==> src/rtl/core/fdc_pkg.sv <==
package fdc_pkg;

   // Width of each operand of the shared serial multiplier.
   localparam int MUL_W = 32;

   localparam int DEFAULT_SAMPLE_BITS = 24;

   // The exponential lookup resolves DB_TABLE_DEPTH steps per octave. The
   // depth is a power of two, so quantizing the octave fraction keeps its
   // top DB_TABLE_BITS bits.
   localparam int DB_TABLE_DEPTH = 1024;
   localparam int DB_TABLE_BITS  = $clog2(DB_TABLE_DEPTH);

   localparam logic signed [15:0] LEVEL_FLOOR = -16'sd25600;
   localparam logic [15:0]        LEVEL_BIAS  = 16'd25600;
   localparam logic [19:0]        GAIN_MAX    = 20'hFFFFF;
   localparam logic [19:0]        GAIN_UNITY  = 20'd65536;
   localparam logic [31:0]        DB_PER_OCTAVE_Q16 = 32'd394566;
   localparam logic [31:0]        OCTAVE_PER_DB_Q8  = 32'd10885;

   // 2^(2^-(k+1)) in Q1.30.
   localparam logic [30:0] EXP2_BITS [16] = '{
      31'd1518500250, 31'd1276901417, 31'd1170923762, 31'd1121280436,
      31'd1097253708, 31'd1085434106, 31'd1079572136, 31'd1076653033,
      31'd1075196443, 31'd1074468888, 31'd1074105294, 31'd1073923544,
      31'd1073832680, 31'd1073787251, 31'd1073764537, 31'd1073753181
   };

   typedef enum logic [2:0] {
      CSR_THRESHOLD = 3'd0,
      CSR_SLOPE     = 3'd1,
      CSR_ATTACK    = 3'd2,
      CSR_RELEASE   = 3'd3,
      CSR_MAKEUP    = 3'd4
   } csr_index_type;

   typedef struct packed {
      logic             start;
      logic [MUL_W-1:0] a;
      logic [MUL_W-1:0] b;
   } mul_req_type;

   typedef struct packed {
      logic               busy;
      logic               done;
      logic [2*MUL_W-1:0] prod;
   } mul_rsp_type;

endpackage

==> src/rtl/core/fdc_serial_mul.sv <==
module fdc_serial_mul (
   input  logic                 clock,
   input  logic                 reset,
   input  fdc_pkg::mul_req_type mul_req,
   output fdc_pkg::mul_rsp_type mul_rsp
);
   import fdc_pkg::*;

   localparam int CW = $clog2(MUL_W);

   logic [2*MUL_W-1:0] acc_ff;
   logic [MUL_W-1:0]   a_ff;
   logic [MUL_W-1:0]   b_ff;
   logic [CW-1:0]      cnt_ff;
   logic               busy_ff;
   logic               done_ff;
   logic [MUL_W:0]     sum_in;

   // One multiplier bit per cycle: add the multiplicand into the upper half
   // and shift the whole accumulator right.
   assign sum_in = {1'b0, acc_ff[2*MUL_W-1:MUL_W]} + (b_ff[0] ? {1'b0, a_ff} : '0);

   always_ff @(posedge clock) begin
      if (reset) begin
         busy_ff <= 1'b0;
         done_ff <= 1'b0;
         cnt_ff  <= '0;
      end else begin
         done_ff <= 1'b0;
         if (mul_req.start) begin
            acc_ff  <= '0;
            a_ff    <= mul_req.a;
            b_ff    <= mul_req.b;
            cnt_ff  <= '0;
            busy_ff <= 1'b1;
         end else if (busy_ff) begin
            acc_ff <= {sum_in, acc_ff[MUL_W-1:1]};
            b_ff   <= b_ff >> 1;
            cnt_ff <= cnt_ff + 1'b1;
            if (cnt_ff == CW'(MUL_W - 1)) begin
               busy_ff <= 1'b0;
               done_ff <= 1'b1;
            end
         end
      end
   end

   assign mul_rsp.busy = busy_ff;
   assign mul_rsp.done = done_ff;
   assign mul_rsp.prod = acc_ff;

endmodule

==> src/rtl/core/feedforward_audio_compressor_core.sv <==
// The shared one-bit-per-cycle multiplier serves every product: 16 log2
// squaring steps (skipped for a zero sample), up to ten exponential steps
// and up to eight others. Throughput: one request at a time; the next
// request is taken once the current one leaves the datapath, even if its
// result waits.
// Synchronous active-high reset loads defaults, -100 dB envelope, unity gain, empty output.
module feedforward_audio_compressor_core #(
   parameter int SAMPLE_BITS = fdc_pkg::DEFAULT_SAMPLE_BITS
) (
   input  logic                                  clock,
   input  logic                                  reset,
   // req_tdata: sample_in [SAMPLE_BITS-1:0], zero fill above.
   input  logic                                  req_tvalid,
   output logic                                  req_tready,
   input  logic [((SAMPLE_BITS + 7) / 8) * 8-1:0] req_tdata,
   // rsp_tdata: sample_out [SAMPLE_BITS-1:0], zero fill above.
   output logic                                  rsp_tvalid,
   input  logic                                  rsp_tready,
   output logic [((SAMPLE_BITS + 7) / 8) * 8-1:0] rsp_tdata,
   input  logic                                  csr_wen,
   input  fdc_pkg::csr_index_type                csr_index,
   input  logic [15:0]                           csr_wdata
);
   import fdc_pkg::*;

   localparam int TDATA_W = ((SAMPLE_BITS + 7) / 8) * 8;
   localparam int SW      = $clog2(SAMPLE_BITS);
   localparam logic [35:0] SAT_HI  = 36'((64'd1 << (SAMPLE_BITS - 1)) - 64'd1);
   localparam logic [35:0] SAT_MAG = 36'(64'd1 << (SAMPLE_BITS - 1));

   // Each multiply is issued from one state and resumes at ret_ff once the
   // serial multiplier reports done.
   typedef enum logic [4:0] {
      ST_IDLE, ST_ALIGN, ST_SQ, ST_SQ_DONE, ST_MAG, ST_LVL,
      ST_ENV_A, ST_ENV_B, ST_ENV_DONE, ST_RED, ST_RED_DONE,
      ST_DB, ST_DB_DONE, ST_EXP, ST_EXP_DONE, ST_SHIFT_INIT, ST_SHIFT,
      ST_GAIN_A, ST_GAIN_B, ST_GAIN_DONE, ST_OUT, ST_OUT_DONE, ST_EMIT,
      ST_MWAIT
   } state_type;

   state_type state_ff, ret_ff;

   // Configuration registers.
   logic signed [14:0] thr_ff;
   logic [14:0]        slope_ff;
   logic [15:0]        att_ff;
   logic [15:0]        rel_ff;
   logic signed [13:0] mk_ff;

   // Running state kept across requests.
   logic signed [15:0] env_ff;
   logic [19:0]        gain_ff;

   // Per-request working registers.
   logic                   neg_ff;
   logic [SAMPLE_BITS-1:0] ax_ff;
   logic [SAMPLE_BITS-1:0] norm_ff;
   logic [SW-1:0]          shc_ff;
   logic [15:0]            m_ff;
   logic [15:0]            frac_ff;
   logic [3:0]             cnt_ff;
   logic signed [15:0]     level_ff;
   logic [15:0]            c_ff;
   logic [39:0]            sum_ff;
   logic signed [15:0]     gdb_ff;
   logic                   sneg_ff;
   logic [22:0]            u_ff;
   logic [30:0]            acc_ff;
   logic [5:0]             sh_ff;
   logic [19:0]            tgt_ff;
   logic [SAMPLE_BITS-1:0] res_ff;
   logic [SAMPLE_BITS-1:0] rsp_data_ff;
   logic                   rsp_valid_ff;

   mul_req_type mreq_ff;
   mul_rsp_type mul_rsp;
   logic [63:0] prod;

   fdc_serial_mul u_mul (
      .clock   (clock),
      .reset   (reset),
      .mul_req (mreq_ff),
      .mul_rsp (mul_rsp)
   );

   assign prod = mul_rsp.prod;

   // Combinational helpers for the state in hand.
   logic signed [SAMPLE_BITS-1:0] x_in;
   logic [SAMPLE_BITS-1:0]        ax_in;
   logic [16:0]                   sq_in;
   logic [20:0]                   mag_in;
   logic [39:0]                   lm_in;
   logic [15:0]                   env_off;
   logic [15:0]                   level_off;
   logic signed [15:0]            thr_ext;
   logic [15:0]                   excess;
   logic [29:0]                   red_in;
   logic signed [16:0]            s_in;
   logic [16:0]                   s_abs;
   logic [31:0]                   t_in;
   logic [61:0]                   exp_in;
   logic [6:0]                    ui;
   logic [31:0]                   round_in;
   logic [39:0]                   smooth_in;
   logic [51:0]                   out_in;
   logic [35:0]                   r_in;
   logic                          exp_bit;

   assign x_in      = req_tdata[SAMPLE_BITS-1:0];
   assign ax_in     = x_in[SAMPLE_BITS-1] ? SAMPLE_BITS'(-x_in) : SAMPLE_BITS'(x_in);
   assign sq_in     = prod[31:15];
   assign mag_in    = (shc_ff == '0) ? 21'd0 : 21'({shc_ff, 16'd0}) - 21'(frac_ff);
   assign lm_in     = (prod[39:0] + 40'd8388608) >> 24;
   assign env_off   = 16'(env_ff + $signed(LEVEL_BIAS));
   assign level_off = 16'(level_ff + $signed(LEVEL_BIAS));
   assign thr_ext   = 16'(thr_ff);
   assign excess    = 16'(env_ff - thr_ext);
   assign red_in    = (prod[29:0] + 30'd16384) >> 15;
   assign s_in      = 17'(gdb_ff) + 17'(mk_ff);
   assign s_abs     = s_in[16] ? 17'(-s_in) : 17'(s_in);
   assign t_in      = sneg_ff ? 32'h4000_0000 - prod[31:0] : 32'h4000_0000 + prod[31:0];
   assign exp_in    = (prod[61:0] + 62'h2000_0000) >> 30;
   assign ui        = u_ff[22:16];
   assign round_in  = (32'(acc_ff) + 32'd1) >> 1;
   assign smooth_in = (sum_ff + prod[39:0] + 40'd32768) >> 16;
   assign out_in    = (prod[51:0] + 52'd32768) >> 16;
   assign r_in      = out_in[35:0];
   // Only the top DB_TABLE_BITS bits of the octave fraction take part.
   assign exp_bit   = u_ff[4'd15 - cnt_ff] && (32'(cnt_ff) < DB_TABLE_BITS);

   always_ff @(posedge clock) begin
      if (reset) begin
         state_ff      <= ST_IDLE;
         ret_ff        <= ST_IDLE;
         thr_ff        <= -15'sd5120;
         slope_ff      <= 15'd24576;
         att_ff        <= 16'd65400;
         rel_ff        <= 16'd65522;
         mk_ff         <= 14'sd0;
         env_ff        <= LEVEL_FLOOR;
         gain_ff       <= GAIN_UNITY;
         rsp_valid_ff  <= 1'b0;
         mreq_ff.start <= 1'b0;
      end else begin
         mreq_ff.start <= 1'b0;
         if (rsp_valid_ff && rsp_tready) begin
            rsp_valid_ff <= 1'b0;
         end

         if (csr_wen) begin
            case (csr_index)
               CSR_THRESHOLD: thr_ff   <= csr_wdata[14:0];
               CSR_SLOPE:     slope_ff <= csr_wdata[14:0];
               CSR_ATTACK:    att_ff   <= csr_wdata;
               CSR_RELEASE:   rel_ff   <= csr_wdata;
               CSR_MAKEUP:    mk_ff    <= csr_wdata[13:0];
               default: ;
            endcase
         end

         case (state_ff)
            ST_IDLE: begin
               if (req_tvalid) begin
                  neg_ff  <= x_in[SAMPLE_BITS-1];
                  ax_ff   <= ax_in;
                  norm_ff <= ax_in;
                  shc_ff  <= '0;
                  frac_ff <= '0;
                  cnt_ff  <= '0;
                  if (ax_in == '0) begin
                     level_ff <= LEVEL_FLOOR;
                     state_ff <= ST_ENV_A;
                  end else begin
                     state_ff <= ST_ALIGN;
                  end
               end
            end
            // Left-align the magnitude; the shift count is the octave.
            ST_ALIGN: begin
               if (norm_ff[SAMPLE_BITS-1]) begin
                  m_ff     <= norm_ff[SAMPLE_BITS-1 -: 16];
                  state_ff <= ST_SQ;
               end else begin
                  norm_ff <= norm_ff << 1;
                  shc_ff  <= shc_ff + 1'b1;
               end
            end
            ST_SQ: begin
               mreq_ff  <= '{start: 1'b1, a: MUL_W'(m_ff), b: MUL_W'(m_ff)};
               ret_ff   <= ST_SQ_DONE;
               state_ff <= ST_MWAIT;
            end
            // Each squaring yields one more fraction bit of log2.
            ST_SQ_DONE: begin
               frac_ff <= {frac_ff[14:0], sq_in[16]};
               m_ff    <= sq_in[16] ? sq_in[16:1] : sq_in[15:0];
               cnt_ff  <= cnt_ff + 1'b1;
               state_ff <= (cnt_ff == 4'd15) ? ST_MAG : ST_SQ;
            end
            ST_MAG: begin
               mreq_ff  <= '{start: 1'b1, a: MUL_W'(mag_in), b: DB_PER_OCTAVE_Q16};
               ret_ff   <= ST_LVL;
               state_ff <= ST_MWAIT;
            end
            ST_LVL: begin
               level_ff <= (lm_in > 40'd25600) ? LEVEL_FLOOR : -$signed(16'(lm_in));
               state_ff <= ST_ENV_A;
            end
            ST_ENV_A: begin
               c_ff     <= (level_ff > env_ff) ? att_ff : rel_ff;
               mreq_ff  <= '{start: 1'b1,
                              a: MUL_W'((level_ff > env_ff) ? att_ff : rel_ff),
                              b: MUL_W'(env_off)};
               ret_ff   <= ST_ENV_B;
               state_ff <= ST_MWAIT;
            end
            ST_ENV_B: begin
               sum_ff   <= prod[39:0];
               mreq_ff  <= '{start: 1'b1, a: MUL_W'(17'd65536 - 17'(c_ff)),
                              b: MUL_W'(level_off)};
               ret_ff   <= ST_ENV_DONE;
               state_ff <= ST_MWAIT;
            end
            ST_ENV_DONE: begin
               env_ff   <= 16'(smooth_in) - $signed(LEVEL_BIAS);
               state_ff <= ST_RED;
            end
            ST_RED: begin
               if (env_ff > thr_ext) begin
                  mreq_ff  <= '{start: 1'b1, a: MUL_W'(excess), b: MUL_W'(slope_ff)};
                  ret_ff   <= ST_RED_DONE;
                  state_ff <= ST_MWAIT;
               end else begin
                  gdb_ff   <= '0;
                  state_ff <= ST_DB;
               end
            end
            ST_RED_DONE: begin
               gdb_ff   <= -$signed(16'(red_in));
               state_ff <= ST_DB;
            end
            ST_DB: begin
               sneg_ff  <= s_in[16];
               mreq_ff  <= '{start: 1'b1, a: MUL_W'(s_abs), b: OCTAVE_PER_DB_Q8};
               ret_ff   <= ST_DB_DONE;
               state_ff <= ST_MWAIT;
            end
            // Octave count offset by 64 in the upper bits, fraction below.
            ST_DB_DONE: begin
               u_ff     <= t_in[30:8];
               acc_ff   <= 31'h4000_0000;
               cnt_ff   <= '0;
               state_ff <= ST_EXP;
            end
            ST_EXP: begin
               if (exp_bit) begin
                  mreq_ff  <= '{start: 1'b1, a: MUL_W'(acc_ff),
                                 b: MUL_W'(EXP2_BITS[cnt_ff])};
                  ret_ff   <= ST_EXP_DONE;
                  state_ff <= ST_MWAIT;
               end else begin
                  cnt_ff   <= cnt_ff + 1'b1;
                  state_ff <= (cnt_ff == 4'd15) ? ST_SHIFT_INIT : ST_EXP;
               end
            end
            ST_EXP_DONE: begin
               acc_ff   <= exp_in[30:0];
               cnt_ff   <= cnt_ff + 1'b1;
               state_ff <= (cnt_ff == 4'd15) ? ST_SHIFT_INIT : ST_EXP;
            end
            // The Q1.30 mantissa moves to Q4.16 by a right shift of
            // 78 minus the offset octave count, one bit per cycle.
            ST_SHIFT_INIT: begin
               if (ui >= 7'd78) begin
                  tgt_ff   <= GAIN_MAX;
                  state_ff <= ST_GAIN_A;
               end else if (ui <= 7'd16) begin
                  tgt_ff   <= '0;
                  state_ff <= ST_GAIN_A;
               end else begin
                  sh_ff    <= 6'(7'd77 - ui);
                  state_ff <= ST_SHIFT;
               end
            end
            ST_SHIFT: begin
               if (sh_ff == '0) begin
                  tgt_ff   <= (round_in > 32'(GAIN_MAX)) ? GAIN_MAX : round_in[19:0];
                  state_ff <= ST_GAIN_A;
               end else begin
                  acc_ff <= acc_ff >> 1;
                  sh_ff  <= sh_ff - 1'b1;
               end
            end
            ST_GAIN_A: begin
               c_ff     <= (tgt_ff < gain_ff) ? att_ff : rel_ff;
               mreq_ff  <= '{start: 1'b1,
                              a: MUL_W'((tgt_ff < gain_ff) ? att_ff : rel_ff),
                              b: MUL_W'(gain_ff)};
               ret_ff   <= ST_GAIN_B;
               state_ff <= ST_MWAIT;
            end
            ST_GAIN_B: begin
               sum_ff   <= prod[39:0];
               mreq_ff  <= '{start: 1'b1, a: MUL_W'(17'd65536 - 17'(c_ff)),
                              b: MUL_W'(tgt_ff)};
               ret_ff   <= ST_GAIN_DONE;
               state_ff <= ST_MWAIT;
            end
            ST_GAIN_DONE: begin
               gain_ff  <= smooth_in[19:0];
               state_ff <= ST_OUT;
            end
            ST_OUT: begin
               mreq_ff  <= '{start: 1'b1, a: MUL_W'(ax_ff), b: MUL_W'(gain_ff)};
               ret_ff   <= ST_OUT_DONE;
               state_ff <= ST_MWAIT;
            end
            // Apply the sign and clamp to the signed sample range.
            ST_OUT_DONE: begin
               if (!neg_ff) begin
                  res_ff <= (r_in > SAT_HI) ? SAMPLE_BITS'(SAT_HI) : SAMPLE_BITS'(r_in);
               end else begin
                  res_ff <= (r_in > SAT_MAG) ? SAMPLE_BITS'(SAT_MAG)
                                             : SAMPLE_BITS'(-r_in);
               end
               state_ff <= ST_EMIT;
            end
            // Hand the result to the output register once it is free.
            ST_EMIT: begin
               if (!rsp_valid_ff || rsp_tready) begin
                  rsp_data_ff  <= res_ff;
                  rsp_valid_ff <= 1'b1;
                  state_ff     <= ST_IDLE;
               end
            end
            ST_MWAIT: begin
               if (mul_rsp.done) begin
                  state_ff <= ret_ff;
               end
            end
            default: state_ff <= ST_IDLE;
         endcase
      end
   end

   assign req_tready = (state_ff == ST_IDLE);
   assign rsp_tvalid = rsp_valid_ff;
   assign rsp_tdata  = TDATA_W'(rsp_data_ff);

`ifndef SYNTHESIS
   a_env_range: assert property (@(posedge clock) disable iff (reset)
      (env_ff >= LEVEL_FLOOR) && (env_ff <= 16'sd0))
      else $error("envelope left its range");

   a_mul_idle_start: assert property (@(posedge clock) disable iff (reset)
      mreq_ff.start |-> !mul_rsp.busy)
      else $error("multiply issued while busy");

   a_accept_idle_mul: assert property (@(posedge clock) disable iff (reset)
      (req_tvalid && req_tready) |-> !mul_rsp.busy)
      else $error("request taken during a multiply");

   a_rsp_from_emit: assert property (@(posedge clock) disable iff (reset)
      $rose(rsp_tvalid) |-> $past(state_ff == ST_EMIT))
      else $error("result raised outside emit");
`endif

endmodule

==> config.mk <==
export PLATFORM = sky130hd
export DESIGN_NAME = feedforward_audio_compressor_core
export DESIGN_NICKNAME = d
export VERILOG_FILES = /design/src/rtl/core/fdc_pkg.sv /design/src/rtl/core/fdc_serial_mul.sv /design/src/rtl/core/feedforward_audio_compressor_core.sv
export SDC_FILE = /design/constraint.sdc
export NUM_CORES = 2
export LEC_CHECK = 0
export BUFFER_PORTS_ARGS = -buffer_cell sky130_fd_sc_hd__buf_2
export CAP_MARGIN = 30
export CORE_MARGIN = 1
export CORE_UTILIZATION = 29
export CTS_CLUSTER_SIZE = 25
export DETAILED_ROUTE_END_ITERATION = 8
export SKIP_CTS_REPAIR_TIMING = 1
export SYNTH_ARGS = -nofsm -noshare
export SYNTH_HDL_FRONTEND = slang
export SYNTH_SLANG_ARGS = --single-unit
export TNS_END_PERCENT = 100
==> constraint.sdc <==
create_clock -name clock -period 8.08 [get_ports clock]
set_clock_uncertainty 0.2 [all_clocks]
set_input_delay 1.616 -clock clock [delete_from_list [all_inputs] [get_ports clock]]
set_output_delay 1.616 -clock clock [all_outputs]
set_load 0.05 [all_outputs]
# Word level (Yosys, flattened, before mapping)
# Memories as Yosys holds them, arrays and structs flattened.
# Index checks and enable logic that the tools add are counted.
[totals] ff_bits=626 romBits=496 inputBits=48 out_inout_bits=26 elab_cells=255 mem_count=1
[mem_list] memory="(name not given)" words=16 width=31 rd=1 rd_clocked_by_memory_dff=0 write_ports=0 line="feedforward_audio_compressor_core.sv:259" source="b: MUL_W'(EXP2_BITS[cnt_ff])};"
[classes] addsub=28 magnitude_cmp=12 n_eq_ne=44 muxes=77 bitwise=3 n_reduce_logical=52
[ops] operator="case mux 65 bit (10 select lines)" n=1
[ops] operator="two-way mux 16 bit" n=11
[ops] operator="case mux 16 bit (2 select lines)" n=5
[ops] operator="two-way mux 24 bit" n=6
[ops] operator="two-way mux 65 bit" n=2
[ops] operator="two-way mux 31 bit" n=4
[ops] operator="two-way mux 32 bit" n=3
[ops] operator="case mux 31 bit (3 select lines)" n=1
[ops] operator="case mux 5 bit (17 select lines)" n=1
[ops] operator="two-way mux 20 bit" n=4
[ops] operator="two-way mux 64 bit" n=1
[ops] operator="adder 61 x 30 -> 61 bit, second input constant" n=1
[ops] operator="two-way mux 5 bit" n=11
[ops] operator="adder 52 x 16 -> 52 bit, second input constant" n=1
[ops] operator="case mux 5 bit (10 select lines)" n=1
[ops] operator="negation 24 bit" n=2
[ops] operator="case mux 24 bit (2 select lines)" n=1
[ops] operator="== test 5 bit, second input constant" n=9
[ops] operator="adder 40 x 24 -> 40 bit, second input constant" n=1
[ops] operator="== test 5 x 4 -> 1 bit, second input constant" n=8
[ops] operator="case mux 20 bit (2 select lines)" n=1
[ops] operator="adder 36 x 16 -> 36 bit, second input constant" n=1
[ops] operator="adder 36 bit" n=1
[ops] operator="greater-than comparator 36 x 23 -> 1 bit, second input constant" n=1
[ops] operator="71 further kinds" n=138

# Depth between registers and ports, before layout
[depth] ltp_word=6 depth_mapped=15 ltp_nobuf=15

# Cells and area by module
# A second synthesis with hierarchy kept.
[hier_totals] hier_cells=3829 hier_area_um2=37980.2
[modules_own_cells] mod="feedforward_audio_compressor_core" instances=1 cells_per_inst=3272 area_each_um2=30955.9 seq_area_each_um2=13232.7
[modules_own_cells] mod="fdc_serial_mul" instances=1 cells_per_inst=557 area_each_um2=7024.2 seq_area_each_um2=3983.8

# Worst setup path before layout
# OpenSTA, ideal clock, no wires.
[synth_path] path_type="input port to flip-flop" from="in reset" to="reg u_mul.acc_ff[0] (enable)" setup_ns=0.549 t_arrival_ns=6.191 required_ns=7.331 path_slack_ns=1.140 cell_stages=4 n_path_buf=3 cell_sequence="clkbuf_1 buf_1 clkbuf_1 nor2_1"
[synth_via] elab_chain_cells=2
[synth_lines] element="start, declared" line="feedforward_audio_compressor_core.sv:11" source="input logic reset,"
[synth_lines] element="NOT 1 bit (no source line)"
[synth_lines] element="AND reduction 2 bit (no source line)"
[synth_lines] element="end signal, assigned" line="fdc_serial_mul.sv:37" source="acc_ff <= {sum_in, acc_ff[MUL_W-1:1]};"
[synth_lines] element="end, declared" line="fdc_serial_mul.sv:11" source="logic [2*MUL_W-1:0] acc_ff;"
# Every way passes these cells.
# A chain may end at the register's enable or synchronous reset.

# Final worst setup path
[layout_path] from="reg env_ff[0]" to="reg mreq_ff[0] (netlist bit) (enable)"
[layout_via] elab_chain_cells=3
[layout_lines] element="start, declared" line="feedforward_audio_compressor_core.sv:51" source="logic signed [15:0] env_ff;"
[layout_lines] element="start signal, assigned" line="feedforward_audio_compressor_core.sv:226" source="env_ff <= 16'(smooth_in) - $signed(LEVEL_BIAS);"
[layout_lines] element="greater-than comparator 16 x 15 -> 1 bit" line="feedforward_audio_compressor_core.sv:230" source="if (env_ff > thr_ext) begin"
[layout_lines] element="inequality test 2 bit (no source line)"
[layout_lines] element="AND reduction 4 bit (no source line)"
[layout_lines] element="end signal, assigned" line="feedforward_audio_compressor_core.sv:231" source="mreq_ff <= '{start: 1'b1, a: MUL_W'(excess), b: MUL_W'(slope_ff)};"
[layout_lines] element="end signal, assigned" line="feedforward_audio_compressor_core.sv:245" source="mreq_ff <= '{start: 1'b1, a: MUL_W'(s_abs), b: OCTAVE_PER_DB_Q8};"
[layout_lines] element="end signal, assigned" line="feedforward_audio_compressor_core.sv:258" source="mreq_ff <= '{start: 1'b1, a: MUL_W'(acc_ff),"
[layout_lines] element="end, declared" line="feedforward_audio_compressor_core.sv:75" source="mul_req_type mreq_ff;"
# Every way passes these cells.

==> summary.md <==
| Metric | Value |
|---|---|
| Status | complete, no violations |
| Sw Share | 0.363 |
| Vias in the first global route | between 20000 and 30000 |
| Critical path class | flip-flop to flip-flop |
| CTS tree | built |
| Layout area overhead | 12.4% |
| Global-route wire length before repair | a little under 200 mm |
| Logic pwr share | 0.293 |
| Fmax | roughly 0.19 GHz |
| Starting Density | 0.292 |
| Initial DRC Count | approximately 3200 |
| Register bit total from synthesis | just over 600 |
| Critical Path End Type | flip-flop |
| Num CTS Buffers | 69 |
| Period utilization | 0.650 |
| Slew Limit Headroom | 0.279 |
| Final setup fails | 0 |
| Pin slew with the least headroom to its limit | 1080 ps |
| Fillers | approximately 13000 |
| Yosys warns | 0 |
| WL final | 132 mm |
| Routed vias | between 30000 and 40000 |
| Nets@finish | just over 4000 |
| Syn Nets | about 4000 |
| WP data arrival | between 5000 and 6000 ps |
| CP max stage cell | o311ai_0 |
| Yosys cell types | between 90 and 100 |
| Worst Hold Class | flip-flop to flip-flop |
| Antenna violations before repair | 8 |
| Sequential fraction of the synthesis area | 0.461 |
| Die X | about 360 um |
| DRC viols | 0 |
| Crit path buf inv count | 4 |
| PwrDens | 261 mW/mm^2 |
| Worst-skew pair later-pin latency | between 600 and 700 ps |
| CP peak stage delay | 750 ps |
| Die H | ~360 um |
| Gr usage total | 0.198 |
| Post-synth ARST share | 0 |
| Detailed placement HPWL | 100 mm |
| Remaining Overflow, GRT | 0 |
| Post-Synthesis Cells | about 3800 |
| Die area | 0.130 mm^2 |
| Final Hold Viols | 0 |
| Wirelength per Cell | 23.9 um |
| Clock power frac | 0.299 |
| Clock Sinks | roughly 620 |
| Post-synth EDFFs | between 400 and 500 |
| Clock Pin Slew Worst Setup and Hold Paths | 60 ps |
| Final Max Tran Viols | 0 |
| Psw | between 3 and 4 mW |
| Post-Syn Area per Cell | between 9 and 10 um^2 |
| Largest net degree at the start of global routing | 67 |
| Clk buf depth | 3 |
| Post-layout minimum cycle time | approximately 5200 ps |
| Crit-path max FO | 40 |
| Worst VDD drop | 0.000168 V |
| Setup_tns | 0 ps |
| Core area | about 0.13 mm^2 |
| Max-cap viol count | 0 |
| Final setup margin | about 2800 ps |
| Post-Syn Area | 0.0372 mm^2 |
| GPL Wtd Cong | ~1 |
| Pre-antenna DRT Iters | 6 |
| Cell chain of the critical path | inv_1, ha_1, inv_1, fa_1, a21o_1, a21o_1, a21oi_1, o21ai_0, a2111oi_0, buf_4, o311ai_0, nand2_1, nor2_4, buf_4 |
| Input/output buffers | 73 |
| Crit path max-delay family | compound AO/OA/AOI/OAI gates |
| Most used flip-flop cell after synthesis | edfxtp_1 |
| Startpoint Class | flip-flop |
| CTS root buf | clkbuf_16 |
| RSZ-0062 raised after global routing | false |
| Final ANT Viol Nets | 0 |
| Int Power | between 6 and 7 mW |
| CP Data Required Time | between 8000 and 9000 ps |
| Ratio of cells with drive above 1 in the final layout | 0.101 |
| Max H-tree Level | 3 |
| Pre-CTS WS | 2660 ps |
| Number of vias per cell | 5.49 |
| Leak | approximately 15 nW |
| Io pins | 74 |
| Sequential Power Share | 0.407 |
| Cell Rows | between 100 and 150 |
## Yosys cell counts (36+ instances only)
| library cell | n | area share |
|---|---|---|
| edfxtp_1 | 484 | 0.39 |
| nand2_1 | 476 | 0.048 |
| nor2_1 | 265 | 0.027 |
| a21oi_1 | 225 | 0.030 |
| ha_1 | 203 | 0.068 |
| o21ai_0 | 180 | 0.024 |
| xnor2_1 | 166 | 0.039 |
| clkbuf_1 | 161 | 0.016 |
| inv_1 | 143 | 0.014 |
| dfxtp_1 | 131 | 0.071 |
| xor2_1 | 131 | 0.031 |
| nand3_1 | 122 | 0.016 |
| nor3_1 | 84 | 0.011 |
| and2_1 | 62 | 0.010 |
| nand4_1 | 62 | 0.010 |
| mux2_2 | 59 | 0.018 |
| and3_1 | 54 | 0.0091 |
| mux2i_1 | 53 | 0.014 |
| nor2b_1 | 50 | 0.0084 |
| a21o_1 | 43 | 0.0087 |
| nor4_1 | 39 | 0.0066 |
| o211ai_1 | 36 | 0.0073 |
## cell families after synthesis
| logic type | after synthesis | synth area share |
|---|---|---|
| and+or+nand+nor | 1387 | 0.182 |
| AOI/OAI and AO/OA | 811 | 0.147 |
| DFF | 615 | 0.461 |
| buffers and inverters | 348 | 0.0361 |
| xor gates and xnor gates | 297 | 0.0700 |
| adders and majority gates | 206 | 0.0699 |
| muxes | 114 | 0.0334 |
## final cells by class
class	instances	area, um^2	share of cell area
flip-flops and latches	615	17200	0.411
diodes	7	17.5	0.000419
inverters	147	552	0.0132
repair buffers	139	901	0.0216
clock buffers	89	1910	0.0456
clock inverters	36	394	0.00943
multi-input cells	2815	18800	0.449
well taps	1662	2080	0.0498
## path summary, 6_finish.rpt
kind                            slack (ps)       from           end  cells past startpoint
worst max-delay path                  2830  env_ff[0]    mreq_ff[0]                     14
worst min-delay path                   220  res_ff[9]  rsp_tdata[9]                      0
worst max register to register        2830  env_ff[0]    mreq_ff[0]                     14
worst min register to register         220  res_ff[9]  rsp_tdata[9]                      0
## power groups by stage
stage                     clock network [mW]  registers, mW  logic [mW]
final                                   3.27           4.45        3.20
after global routing                    3.42           4.48        3.45
after CTS                               3.31           4.44        3.14
after detailed placement                   0           4.50        3.13
after global placement                     0           4.51        3.08
after floorplan                            0           4.22        2.18
## cell usage in the layout (no fill, tap or decap), drive strengths merged, types with 32 or more instances in the layout
master,count
dfxtp,131
and3,54
o21ai,184
edfxtp,484
nand3,123
nor2b,50
nor3,84
xor2,131
a21o,43
inv,149
nor2,266
xnor2,166
mux2i,53
mux2,59
clkbuf,90
ha,203
a21oi,225
nand2,477
and2,62
nand3b,32
buf,138
nand2b,32
o211ai,36
a221oi,43
nand4,62
nor4,41
## routing by layer
metal	vias up	share of wire	global-route usage
met5	-	0.00021	0
met4	4	0.073	0.131
met1	14800	0.41	0.254
li1	13900	-	-
met3	310	0.070	0.0330
met2	1255	0.44	0.305
## metrics by stage
stage | hold slack (ps) | total power, mW | cells | util | cell area [um^2]
after floorplan | 200 | 6.41 | 3778 | - | 37200
after global placement | 201 | 7.59 | 5375 | 0.309 | 39400
after detailed placement | 205 | 7.63 | 5376 | 0.310 | 39400
after CTS | 210 | 10.9 | 5501 | 0.328 | 41700
after global routing | 224 | 11.4 | 5503 | 0.328 | 41800
final | 216 | 10.9 | 5510 | 0.328 | 41800
## state kept, by name (all words and copies together) (netlist names), 17 cells and up
name and count:
u_mul.a_ff 31, u_mul.acc_ff 64, tgt_ff 20, u_mul.b_ff 31, ax_ff 24, gain_ff 20
res_ff 24, norm_ff 24, mreq_ff 62, rsp_tdata 24, u_ff 17, acc_ff 31
sum_ff 36
No activity file was read; power rests on OpenSTA's default activity.
